===== src/hw/rtl/pims_pkg.sv =====
`timescale 1ns / 1ps
// ----------------------------------------------------------------------------
// pims_pkg
// Shared types and constants of the parallel i2c master sequencer.
// ----------------------------------------------------------------------------
package pims_pkg;

    // command codes carried in the mode field
    localparam logic [1:0] MODE_TICK  = 2'd0;
    localparam logic [1:0] MODE_WRITE = 2'd1;
    localparam logic [1:0] MODE_READ  = 2'd2;

    localparam int SDA_PORTS      = 4;   // ports sampled on the sda_in field
    localparam int RD_PORTS       = 4;   // ports reported on the result
    localparam int DEF_PORT_COUNT = 4;
    localparam int MAX_SEND_BYTES = 4;
    localparam int ADDR_BYTES     = 2;   // device address byte, register byte
    localparam int MAX_WR_DATA    = (MAX_SEND_BYTES - ADDR_BYTES) < 2 ?
                                    (MAX_SEND_BYTES - ADDR_BYTES) : 2;
    localparam int MAX_RD_DATA    = 4;
    localparam int SEND_DEPTH     = 4;

    localparam logic [4:0] STEP_DATA_END = 5'd16;  // first step after eight bits
    localparam logic [4:0] STEP_ACK_HIGH = 5'd17;
    localparam logic [4:0] STEP_ACK_DONE = 5'd18;
    localparam logic [7:0] READ_FLAG     = 8'h01;

    typedef enum logic [2:0] {
        PH_IDLE  = 3'd0,
        PH_START = 3'd1,
        PH_WRITE = 3'd2,
        PH_READ  = 3'd3,
        PH_END   = 3'd4
    } t_phase;

    typedef struct packed {
        logic [1:0] mode;
        logic [6:0] dev_addr;
        logic [7:0] reg_addr;
        logic [2:0] length;
        logic [7:0] write_data_0;
        logic [7:0] write_data_1;
        logic [3:0] sda_in;
    } t_cmd;

    typedef struct packed {
        logic       scl_out;
        logic       sda_out;
        logic       busy_res;
        logic       accepted;
        logic       byte_valid;
        logic [1:0] byte_index;
        logic [7:0] read_byte_0;
        logic [7:0] read_byte_1;
        logic [7:0] read_byte_2;
        logic [7:0] read_byte_3;
    } t_res;

    // status of one step, from the sequencer to the result register
    typedef struct packed {
        logic       scl;
        logic       sda;
        logic       busy;
        logic       accepted;
        logic       byte_valid;
        logic [1:0] byte_index;
    } t_seq_stat;

endpackage


===== src/hw/rtl/pims_if.sv =====
`timescale 1ns / 1ps
// ----------------------------------------------------------------------------
// pims_cmd_if / pims_res_if
// Valid/ready channels for command beats and result beats.
// ----------------------------------------------------------------------------
interface pims_cmd_if;
    import pims_pkg::*;
    logic valid;
    logic ready;
    t_cmd payload;
    modport source (output valid, output payload, input ready);
    modport sink   (input valid, input payload, output ready);
endinterface

interface pims_res_if;
    import pims_pkg::*;
    logic valid;
    logic ready;
    t_res payload;
    modport source (output valid, output payload, input ready);
    modport sink   (input valid, input payload, output ready);
endinterface


===== src/hw/rtl/pims_shift.sv =====
`timescale 1ns / 1ps
// ----------------------------------------------------------------------------
// pims_shift
// Per-port receive shift registers, all clocked in lockstep.
// ----------------------------------------------------------------------------
module pims_shift #(
    parameter int PORT_COUNT = pims_pkg::DEF_PORT_COUNT
) (
    input  logic                                   i_clk,
    input  logic                                   i_rst_n,
    input  logic                                   i_shift_en,
    input  logic [pims_pkg::SDA_PORTS-1:0]         i_sda,
    output logic [pims_pkg::RD_PORTS-1:0][7:0]     o_bytes
);
    import pims_pkg::*;

    // ports past the sampled field only ever shift in zero, so they are not stored
    localparam int LANES = PORT_COUNT < SDA_PORTS ? PORT_COUNT : SDA_PORTS;

    logic [LANES-1:0][7:0] r_shift;
    logic [LANES-1:0][7:0] n_shift;

    always_comb begin
        n_shift = r_shift;
        if (i_shift_en) begin
            for (int k = 0; k < LANES; k++) begin
                n_shift[k] = {r_shift[k][6:0], i_sda[k]};
            end
        end
    end

    always_ff @(posedge i_clk) begin
        if (!i_rst_n) begin
            r_shift <= '0;
        end else begin
            r_shift <= n_shift;
        end
    end

    for (genvar k = 0; k < RD_PORTS; k++) begin : g_out
        if (k < LANES) begin : g_lane
            assign o_bytes[k] = r_shift[k];
        end else begin : g_none
            assign o_bytes[k] = 8'd0;
        end
    end

endmodule


===== src/hw/rtl/pims_ctrl.sv =====
`timescale 1ns / 1ps
// ----------------------------------------------------------------------------
// pims_ctrl
// Phase sequencer: start, byte send, byte receive and stop half-bit steps.
// ----------------------------------------------------------------------------
module pims_ctrl (
    input  logic                i_clk,
    input  logic                i_rst_n,
    input  logic                i_step,
    input  pims_pkg::t_cmd      i_cmd,
    output logic                o_shift_en,
    output pims_pkg::t_seq_stat o_stat
);
    import pims_pkg::*;

    t_phase     r_phase, n_phase;
    logic [4:0] r_step, n_step;
    logic [2:0] r_send_off, n_send_off;
    logic [2:0] r_send_tot, n_send_tot;
    logic [2:0] r_recv_off, n_recv_off;
    logic [2:0] r_recv_tot, n_recv_tot;
    logic       r_scl, n_scl;
    logic       r_sda, n_sda;
    logic [7:0] r_send_bytes [SEND_DEPTH];

    logic       tick;
    logic       load;
    logic       wrap;
    logic       is_send;
    logic       ack;
    logic [7:0] tx_byte;
    logic       tx_bit;
    logic [2:0] wr_count;
    logic [2:0] rd_count;
    logic [2:0] send_off_inc;
    logic [2:0] recv_off_inc;
    logic       byte_valid;

    assign tick  = i_step && (i_cmd.mode == MODE_TICK);
    assign load  = i_step && (r_phase == PH_IDLE)
                   && (i_cmd.mode == MODE_WRITE || i_cmd.mode == MODE_READ);
    assign wrap  = r_step > STEP_ACK_DONE;
    assign is_send = (r_phase == PH_WRITE) || (r_recv_off == 3'd0);
    assign ack   = r_recv_off < r_recv_tot;
    assign tx_byte = (r_phase == PH_WRITE) ? r_send_bytes[r_send_off[1:0]]
                                           : (r_send_bytes[0] | READ_FLAG);
    // msb first
    assign tx_bit = tx_byte[~r_step[3:1]];
    assign send_off_inc = r_send_off + 3'd1;
    assign recv_off_inc = r_recv_off + 3'd1;

    assign wr_count = (i_cmd.length > 3'(MAX_WR_DATA)) ? 3'(MAX_WR_DATA) : i_cmd.length;
    assign rd_count = (i_cmd.length > 3'(MAX_RD_DATA)) ? 3'(MAX_RD_DATA) : i_cmd.length;

    // next phase
    always_comb begin
        n_phase = r_phase;
        if (load) begin
            n_phase = PH_START;
        end else if (tick) begin
            unique case (r_phase)
                PH_START: begin
                    if (r_step != 5'd0) begin
                        if (r_send_off < r_send_tot) begin
                            n_phase = PH_WRITE;
                        end else if (r_recv_tot != 3'd0) begin
                            n_phase = PH_READ;
                        end else begin
                            n_phase = PH_END;
                        end
                    end
                end
                PH_WRITE: begin
                    if (wrap && send_off_inc >= r_send_tot) begin
                        n_phase = PH_END;
                    end
                end
                PH_READ: begin
                    if (wrap && recv_off_inc > r_recv_tot) begin
                        n_phase = PH_END;
                    end
                end
                PH_END: begin
                    if (r_step != 5'd0) begin
                        if (r_recv_tot != 3'd0 && r_recv_off <= r_recv_tot) begin
                            n_phase = PH_START;   // restart for the read half
                        end else begin
                            n_phase = PH_IDLE;
                        end
                    end
                end
                default: begin
                    n_phase = r_phase;
                end
            endcase
        end
    end

    // step counter, offsets and line levels
    always_comb begin
        n_step     = r_step;
        n_send_off = r_send_off;
        n_send_tot = r_send_tot;
        n_recv_off = r_recv_off;
        n_recv_tot = r_recv_tot;
        n_scl      = r_scl;
        n_sda      = r_sda;
        o_shift_en = 1'b0;
        byte_valid = 1'b0;
        if (load) begin
            n_step     = 5'd0;
            n_send_off = 3'd0;
            n_recv_off = 3'd0;
            if (i_cmd.mode == MODE_WRITE) begin
                n_send_tot = 3'(ADDR_BYTES) + wr_count;
                n_recv_tot = 3'd0;
            end else begin
                n_send_tot = 3'(ADDR_BYTES);
                n_recv_tot = rd_count;
            end
        end else if (tick) begin
            unique case (r_phase)
                PH_START: begin
                    if (r_step == 5'd0) begin
                        n_sda  = 1'b0;
                        n_step = 5'd1;
                    end else begin
                        n_scl  = 1'b0;
                        n_step = 5'd0;
                    end
                end
                PH_WRITE, PH_READ: begin
                    if (r_step < STEP_DATA_END) begin
                        if (!r_step[0]) begin
                            if (is_send) begin
                                n_scl = 1'b0;
                                n_sda = tx_bit;
                            end else begin
                                n_sda = 1'b1;
                                n_scl = 1'b1;
                            end
                        end else begin
                            n_scl      = is_send;
                            o_shift_en = !is_send;
                        end
                        n_step = r_step + 5'd1;
                    end else if (r_step == STEP_DATA_END) begin
                        if (is_send) begin
                            n_scl = 1'b0;
                            n_sda = 1'b1;
                        end else begin
                            n_sda = !ack;
                        end
                        n_step = r_step + 5'd1;
                    end else if (r_step == STEP_ACK_HIGH) begin
                        n_scl  = 1'b1;
                        n_step = r_step + 5'd1;
                    end else if (r_step == STEP_ACK_DONE) begin
                        n_scl  = 1'b0;
                        n_step = r_step + 5'd1;
                    end else begin
                        // after a nack the master pulls sda low so a stop follows
                        n_sda  = is_send ? 1'b0 : ack;
                        n_step = 5'd0;
                        if (r_phase == PH_WRITE) begin
                            n_send_off = send_off_inc;
                        end else begin
                            byte_valid = r_recv_off != 3'd0;
                            n_recv_off = recv_off_inc;
                        end
                    end
                end
                PH_END: begin
                    if (r_step == 5'd0) begin
                        n_scl  = 1'b1;
                        n_step = 5'd1;
                    end else begin
                        n_sda  = 1'b1;
                        n_step = 5'd0;
                    end
                end
                default: begin
                    n_step = r_step;
                end
            endcase
        end
    end

    always_comb begin
        o_stat.scl        = n_scl;
        o_stat.sda        = n_sda;
        o_stat.busy       = n_phase != PH_IDLE;
        o_stat.accepted   = load;
        o_stat.byte_valid = byte_valid;
        o_stat.byte_index = byte_valid ? 2'(r_recv_off - 3'd1) : 2'd0;
    end

    always_ff @(posedge i_clk) begin
        if (!i_rst_n) begin
            r_phase    <= PH_IDLE;
            r_step     <= 5'd0;
            r_send_off <= 3'd0;
            r_send_tot <= 3'd0;
            r_recv_off <= 3'd0;
            r_recv_tot <= 3'd0;
            r_scl      <= 1'b1;
            r_sda      <= 1'b1;
        end else begin
            r_phase    <= n_phase;
            r_step     <= n_step;
            r_send_off <= n_send_off;
            r_send_tot <= n_send_tot;
            r_recv_off <= n_recv_off;
            r_recv_tot <= n_recv_tot;
            r_scl      <= n_scl;
            r_sda      <= n_sda;
        end
    end

    // send buffer: address with write flag, register, then data
    always_ff @(posedge i_clk) begin
        if (load) begin
            r_send_bytes[0] <= {i_cmd.dev_addr, 1'b0};
            r_send_bytes[1] <= i_cmd.reg_addr;
            if (i_cmd.mode == MODE_WRITE && wr_count > 3'd0) begin
                r_send_bytes[2] <= i_cmd.write_data_0;
            end
            if (i_cmd.mode == MODE_WRITE && wr_count > 3'd1) begin
                r_send_bytes[3] <= i_cmd.write_data_1;
            end
        end
    end

endmodule


===== src/hw/rtl/parallel_i2c_master_sequencer.sv =====
`timescale 1ns / 1ps
// ----------------------------------------------------------------------------
// parallel_i2c_master_sequencer
// I2C master that drives one SCL/SDA pattern to several ports in lockstep.
// ----------------------------------------------------------------------------
// Every command beat gives exactly one result beat. A tick beat advances the
// bus by one half-bit phase; a write or read command beat is taken only when
// the sequencer is idle (accepted shows it) and takes no tick itself. Each beat
// is handled by the combinational sequencer logic and lands in a result
// register, so one beat is taken per clock while the command side is ready
// and its result appears on the next cycle; the command side stays ready as
// long as the result register is empty or being drained. Received bytes of
// all ports come out together with byte_valid and their position in the read.
module parallel_i2c_master_sequencer #(
    parameter int PORT_COUNT = pims_pkg::DEF_PORT_COUNT
) (
    input  logic               i_clk,
    input  logic               i_rst_n,
    pims_cmd_if.sink           i_cmd,
    pims_res_if.source         o_res
);
    import pims_pkg::*;

    logic                       accept;
    logic                       shift_en;
    t_seq_stat                  stat;
    logic [RD_PORTS-1:0][7:0]   rx_bytes;
    logic                       r_valid, n_valid;
    t_res                       r_res, n_res;

    assign i_cmd.ready = !r_valid || o_res.ready;
    assign accept      = i_cmd.valid && i_cmd.ready;

    pims_ctrl u_ctrl (
        .i_clk      (i_clk),
        .i_rst_n    (i_rst_n),
        .i_step     (accept),
        .i_cmd      (i_cmd.payload),
        .o_shift_en (shift_en),
        .o_stat     (stat)
    );

    pims_shift #(
        .PORT_COUNT (PORT_COUNT)
    ) u_shift (
        .i_clk      (i_clk),
        .i_rst_n    (i_rst_n),
        .i_shift_en (shift_en),
        .i_sda      (i_cmd.payload.sda_in),
        .o_bytes    (rx_bytes)
    );

    always_comb begin
        n_valid = r_valid;
        n_res   = r_res;
        if (accept) begin
            n_valid            = 1'b1;
            n_res.scl_out      = stat.scl;
            n_res.sda_out      = stat.sda;
            n_res.busy_res     = stat.busy;
            n_res.accepted     = stat.accepted;
            n_res.byte_valid   = stat.byte_valid;
            n_res.byte_index   = stat.byte_index;
            n_res.read_byte_0  = stat.byte_valid ? rx_bytes[0] : 8'd0;
            n_res.read_byte_1  = stat.byte_valid ? rx_bytes[1] : 8'd0;
            n_res.read_byte_2  = stat.byte_valid ? rx_bytes[2] : 8'd0;
            n_res.read_byte_3  = stat.byte_valid ? rx_bytes[3] : 8'd0;
        end else if (o_res.ready) begin
            n_valid = 1'b0;
        end
    end

    always_ff @(posedge i_clk) begin
        if (!i_rst_n) begin
            r_valid <= 1'b0;
        end else begin
            r_valid <= n_valid;
        end
    end

    always_ff @(posedge i_clk) begin
        r_res <= n_res;
    end

    assign o_res.valid   = r_valid;
    assign o_res.payload = r_res;

endmodule

===== src/flat_wrapper.sv =====
// flat-port wrapper written by rule: the top's interface ports become plain ports
module parallel_i2c_master_sequencer_flat import pims_pkg::*;
#(
    parameter int PORT_COUNT = pims_pkg::DEF_PORT_COUNT
)
  (i_clk, i_rst_n, i_cmd_valid, i_cmd_payload, i_cmd_ready, o_res_valid, o_res_payload, o_res_ready);
  pims_cmd_if i_cmd_i ();
  pims_res_if o_res_i ();
  input  logic i_clk;
  input  logic i_rst_n;
  input wire logic [$bits(i_cmd_i.valid)-1:0] i_cmd_valid;
  input wire logic [$bits(i_cmd_i.payload)-1:0] i_cmd_payload;
  output wire logic [$bits(i_cmd_i.ready)-1:0] i_cmd_ready;
  output wire logic [$bits(o_res_i.valid)-1:0] o_res_valid;
  output wire logic [$bits(o_res_i.payload)-1:0] o_res_payload;
  input wire logic [$bits(o_res_i.ready)-1:0] o_res_ready;
  assign i_cmd_i.valid = i_cmd_valid;
  assign i_cmd_i.payload = i_cmd_payload;
  assign i_cmd_ready = i_cmd_i.ready;
  assign o_res_valid = o_res_i.valid;
  assign o_res_payload = o_res_i.payload;
  assign o_res_i.ready = o_res_ready;
  parallel_i2c_master_sequencer #(.PORT_COUNT(PORT_COUNT)) u_core (.i_clk(i_clk), .i_rst_n(i_rst_n), .i_cmd(i_cmd_i), .o_res(o_res_i));
endmodule

===== config.mk =====
export PLATFORM = sky130hd
export DESIGN_NAME = parallel_i2c_master_sequencer_flat
export DESIGN_NICKNAME = d
export VERILOG_FILES = /design/src/hw/rtl/pims_pkg.sv /design/src/hw/rtl/pims_if.sv /design/src/hw/rtl/pims_shift.sv /design/src/hw/rtl/pims_ctrl.sv /design/src/hw/rtl/parallel_i2c_master_sequencer.sv /design/src/flat_wrapper.sv
export SDC_FILE = /design/constraint.sdc
export NUM_CORES = 1
export LEC_CHECK = 0
export BUFFER_PORTS_ARGS = -buffer_cell sky130_fd_sc_hd__buf_2
export CAP_MARGIN = 20
export CORE_AREA = 3 3 164 86
export DETAILED_ROUTE_END_ITERATION = 6
export DIE_AREA = 0 0 167 89
export GPL_TIMING_DRIVEN = 1
export PLACE_DENSITY_LB_ADDON = 0.2
export SYNTH_ARGS = -nofsm -noshare
export SYNTH_HDL_FRONTEND = slang
export SYNTH_SLANG_ARGS = --single-unit

===== constraint.sdc =====
create_clock -name i_clk -period 3.5 [get_ports i_clk]
set_input_delay 0.525 -clock i_clk [delete_from_list [all_inputs] [get_ports i_clk]]
set_output_delay 0.525 -clock i_clk [all_outputs]
set_load 0.01 [all_outputs]

==> impl_metrics.yaml <==
clocking:
  cts_buffers: 17
  ctsHtreeMaxLevel: 4
  cts.sinks: 127
  clk_latency_ns: 0.42
  cts_setup_buffers: 0
  clockBufferDepth: 2
  post_cts_resized: 0
  cts_hold_buf: 0
  path_clk_slew_ns: 0.06
  cts_tree: "yes"
  cts.root.buffer_cell: "clkbuf_16"
yosys:
  synth_warnings: 0
  synthDominantCellAreaShare: 0.366
  yosys-top-cells-count: "nand2_1, edfxtp_1, dfxtp_1"
  synthDistinctLibCells: 58
  yosys.area.top_type: "edfxtp_1"
  syn_area_per_cell_um2: 10.8
  syn_nets: 596
  synth_edf_count: 70
  synth_cells: 530
  syn_area_um2: 5750
  synth.most_common_cell: "nand2_1"
  synth.area.top_cells: "edfxtp_1, dfxtp_1, nand2_1"
  yosysSeqAreaShare: 0.564
  synth_flop_cell: "edfxtp_1"
  ys_async_sr_fraction: 0
  yosys_register_bits: 127
global_route:
  grt_use_total: 0.163
  gr-total-overflow: 0
  grt_pass1_vias: 3829
  grt_max_degree: 42
  grt_pass1_wl_um: 19200
  antenna_found_initial: 0
setup_path:
  crit_fanout: 41
  critPathTopFamily: "simple AND/OR/NAND/NOR gates"
  crit_chain: "nor2b_1 -> inv_1 -> and2_2 -> nand2_1 -> inv_2 -> nand2_1 -> nor2_2"
  cp_slowest_cell: "and2_2"
  r2r_start: "u_core.o_res.valid$_SDFFE_PN0P_"
  end_kind: "flip-flop"
  startpoint_type: "flip-flop"
  cp_slowest_stage_delay_ns: 0.81
  crit_buf_inv: 2
  crit_type: "reg -> reg"
  worst_ep_arrival_time_ns: 2.89
  required_ns: 3.55
  crit_start: "u_core.o_res.valid$_SDFFE_PN0P_"
  crit_path_frequent_cell: "nand2_1"
die:
  fp.coreArea_um2: 12700
  initial_core_util: 0.454
  io_pins: 85
  die_area_um2: 14900
  die_h_um: 89
  num_rows: 29
  die_w_um: 167
pwr:
  power.density_nw_per_um2: 528
  leakage_nw: 2.64
  peakVddDrop_v: 0.000374
hold_path:
  hp-class: "in -> reg"
  hp-start: "i_cmd_payload[29]"
drt:
  first_pass_iters: 4
  drt_iter0_drc: 248
  wl_per_cell_um: 14.4
  via_per_inst: 5.06
  antenna_left: 0
  vias: 4030
  routed_wl_um: 11500
  drc: 0
timing:
  worstMarginPinSlew_ns: 1.00
  whs_ns: 0.286
  setup-tns-final_ns: 0
  setup_ws_ns: 0.656
  fmax_mhz: 352
  fin_skew_ns: 0.0128
  drv_slew: 0
  setup_violations: 0
  min_period_ns: 2.84
  hold_viol: 0
  rsz0062_at_grt: "false"
  maxSlewHeadroom: 0.332
  timing.final.crit_share: 0.813
finish:
  fillers: 1125
  n_antenna_cell: 0
  area_growth_pct: 20.7
  seq_area_um2: 3240
  final_nets: 680
  multi_input_area_um2: 2300
  drive_above_1_share: 0.217
status:
  status: "finished, final reports clean"
placed_design:
  port_buffers: 84
  dp_hpwl_um: 7750
  gp_congestion: 0.844
  pre_cts_ws_ns: 0.388
job:
  drv_cap: 0
-- cell usage in the layout (no fill, tap or decap), types with 3 or more instances in the layout --
master,n
buf_2,84
nand2_1,82
edfxtp_1,70
dfxtp_1,57
and2_1,38
a21boi_0,34
nor2_1,23
ha_1,22
inv_1,20
clkbuf_16,17
o21ai_0,16
nand3_1,13
mux2i_1,11
a21oi_1,9
nor2b_1,8
nor3_1,8
nand4_1,8
buf_4,7
xor2_1,6
nand3b_1,6
nand2b_1,5
a31oi_1,5
o211ai_1,4
and3_1,4
a21boi_1,4
xnor2_1,4
inv_6,4
inv_8,4
or3_1,3
o31ai_1,3
o221ai_1,3
o311ai_0,3
bufinv_16,3
-- flip-flops by register name, indices dropped and copies added (netlist names), named ones only --
| name | cells |
|---|---|
| u_core.u_shift.o_bytes | 32 |
| u_core.o_res.payload | 39 |
| u_core.u_ctrl.r_phase | 3 |
| u_core.u_ctrl.r_recv_tot | 3 |
| u_core.o_res.valid | 1 |
| u_core.u_ctrl.r_scl | 1 |
| u_core.u_ctrl.r_send_tot | 3 |
| u_core.u_ctrl.r_sda | 1 |
| u_core.u_ctrl.r_recv_off | 3 |
| u_core.u_ctrl.r_send_off | 3 |
| u_core.u_ctrl.r_step | 5 |
| u_core.u_ctrl.r_send_bytes | 31 |
-- cell families after synthesis --
logic type                 Yosys count  share of synthesized area
buffers and inverters               47                     0.0353
AOI/OAI and AO/OA                  100                      0.123
DFF                                127                      0.564
xor gates and xnor gates            10                     0.0152
and+or+nand+nor                    211                      0.189
muxes                               13                     0.0250
adders and majority gates           22                     0.0479
-- path summary, 6_finish.rpt --
| kind | end | slack [ns] | cells past startpoint |
|---|---|---|---|
| setup / recovery | u_core.u_ctrl.r_send_bytes[3][3]$_DFFE_PP_ | 0.66 | 7 |
| hold / removal | u_core.u_ctrl.r_send_bytes[1][6]$_DFFE_PP_ | 0.29 | 1 |
| setup reg to reg | u_core.u_ctrl.r_send_bytes[3][3]$_DFFE_PP_ | 0.66 | 7 |
| hold reg to reg | u_core.u_shift.o_bytes[15]$_SDFFE_PN0P_ | 0.45 | 2 |
-- power breakdown --
| part | switching [mW] | total [mW] | internal (mW) |
|---|---|---|---|
| Combinational | 0.0983 | 0.163 | 0.0647 |
| Clock | 0.715 | 1.87 | 1.15 |
| Sequential | 0.0138 | 1.63 | 1.62 |
| Total | 0.827 | 3.66 | 2.83 |
-- stage by stage --
step	std cells	power (mW)	instance area, um2	utilization
2_1_floorplan	530	1.75	5750	-
5_1_grt	797	3.79	6930	0.547
4_1_cts	797	3.69	6930	0.547
3_3_place_gp	765	1.83	6310	0.498
6_report	797	3.66	6930	0.547
3_5_place_dp	765	1.83	6310	0.498
-- final cells by class --
class | instances | share of cell area
repair buffers | 91 | 0.0682
clock buffers | 18 | 0.0619
flip-flops and latches | 127 | 0.468
multi-input cells | 356 | 0.332
well taps | 170 | 0.0307
inverters | 21 | 0.0114
clock inverters | 14 | 0.0282
-- routing by layer --
layer	vias to the layer above	wire length (um)	part of all wire	global-route usage
met4	0	89	0.0077	0.0479
li1	2050	-	-	-
met3	9	529	0.046	0.0486
met2	93	5040	0.44	0.264
met5	-	0	0	0
met1	1878	5850	0.51	0.217
Note: power is estimated with default switching activity, not from simulation.
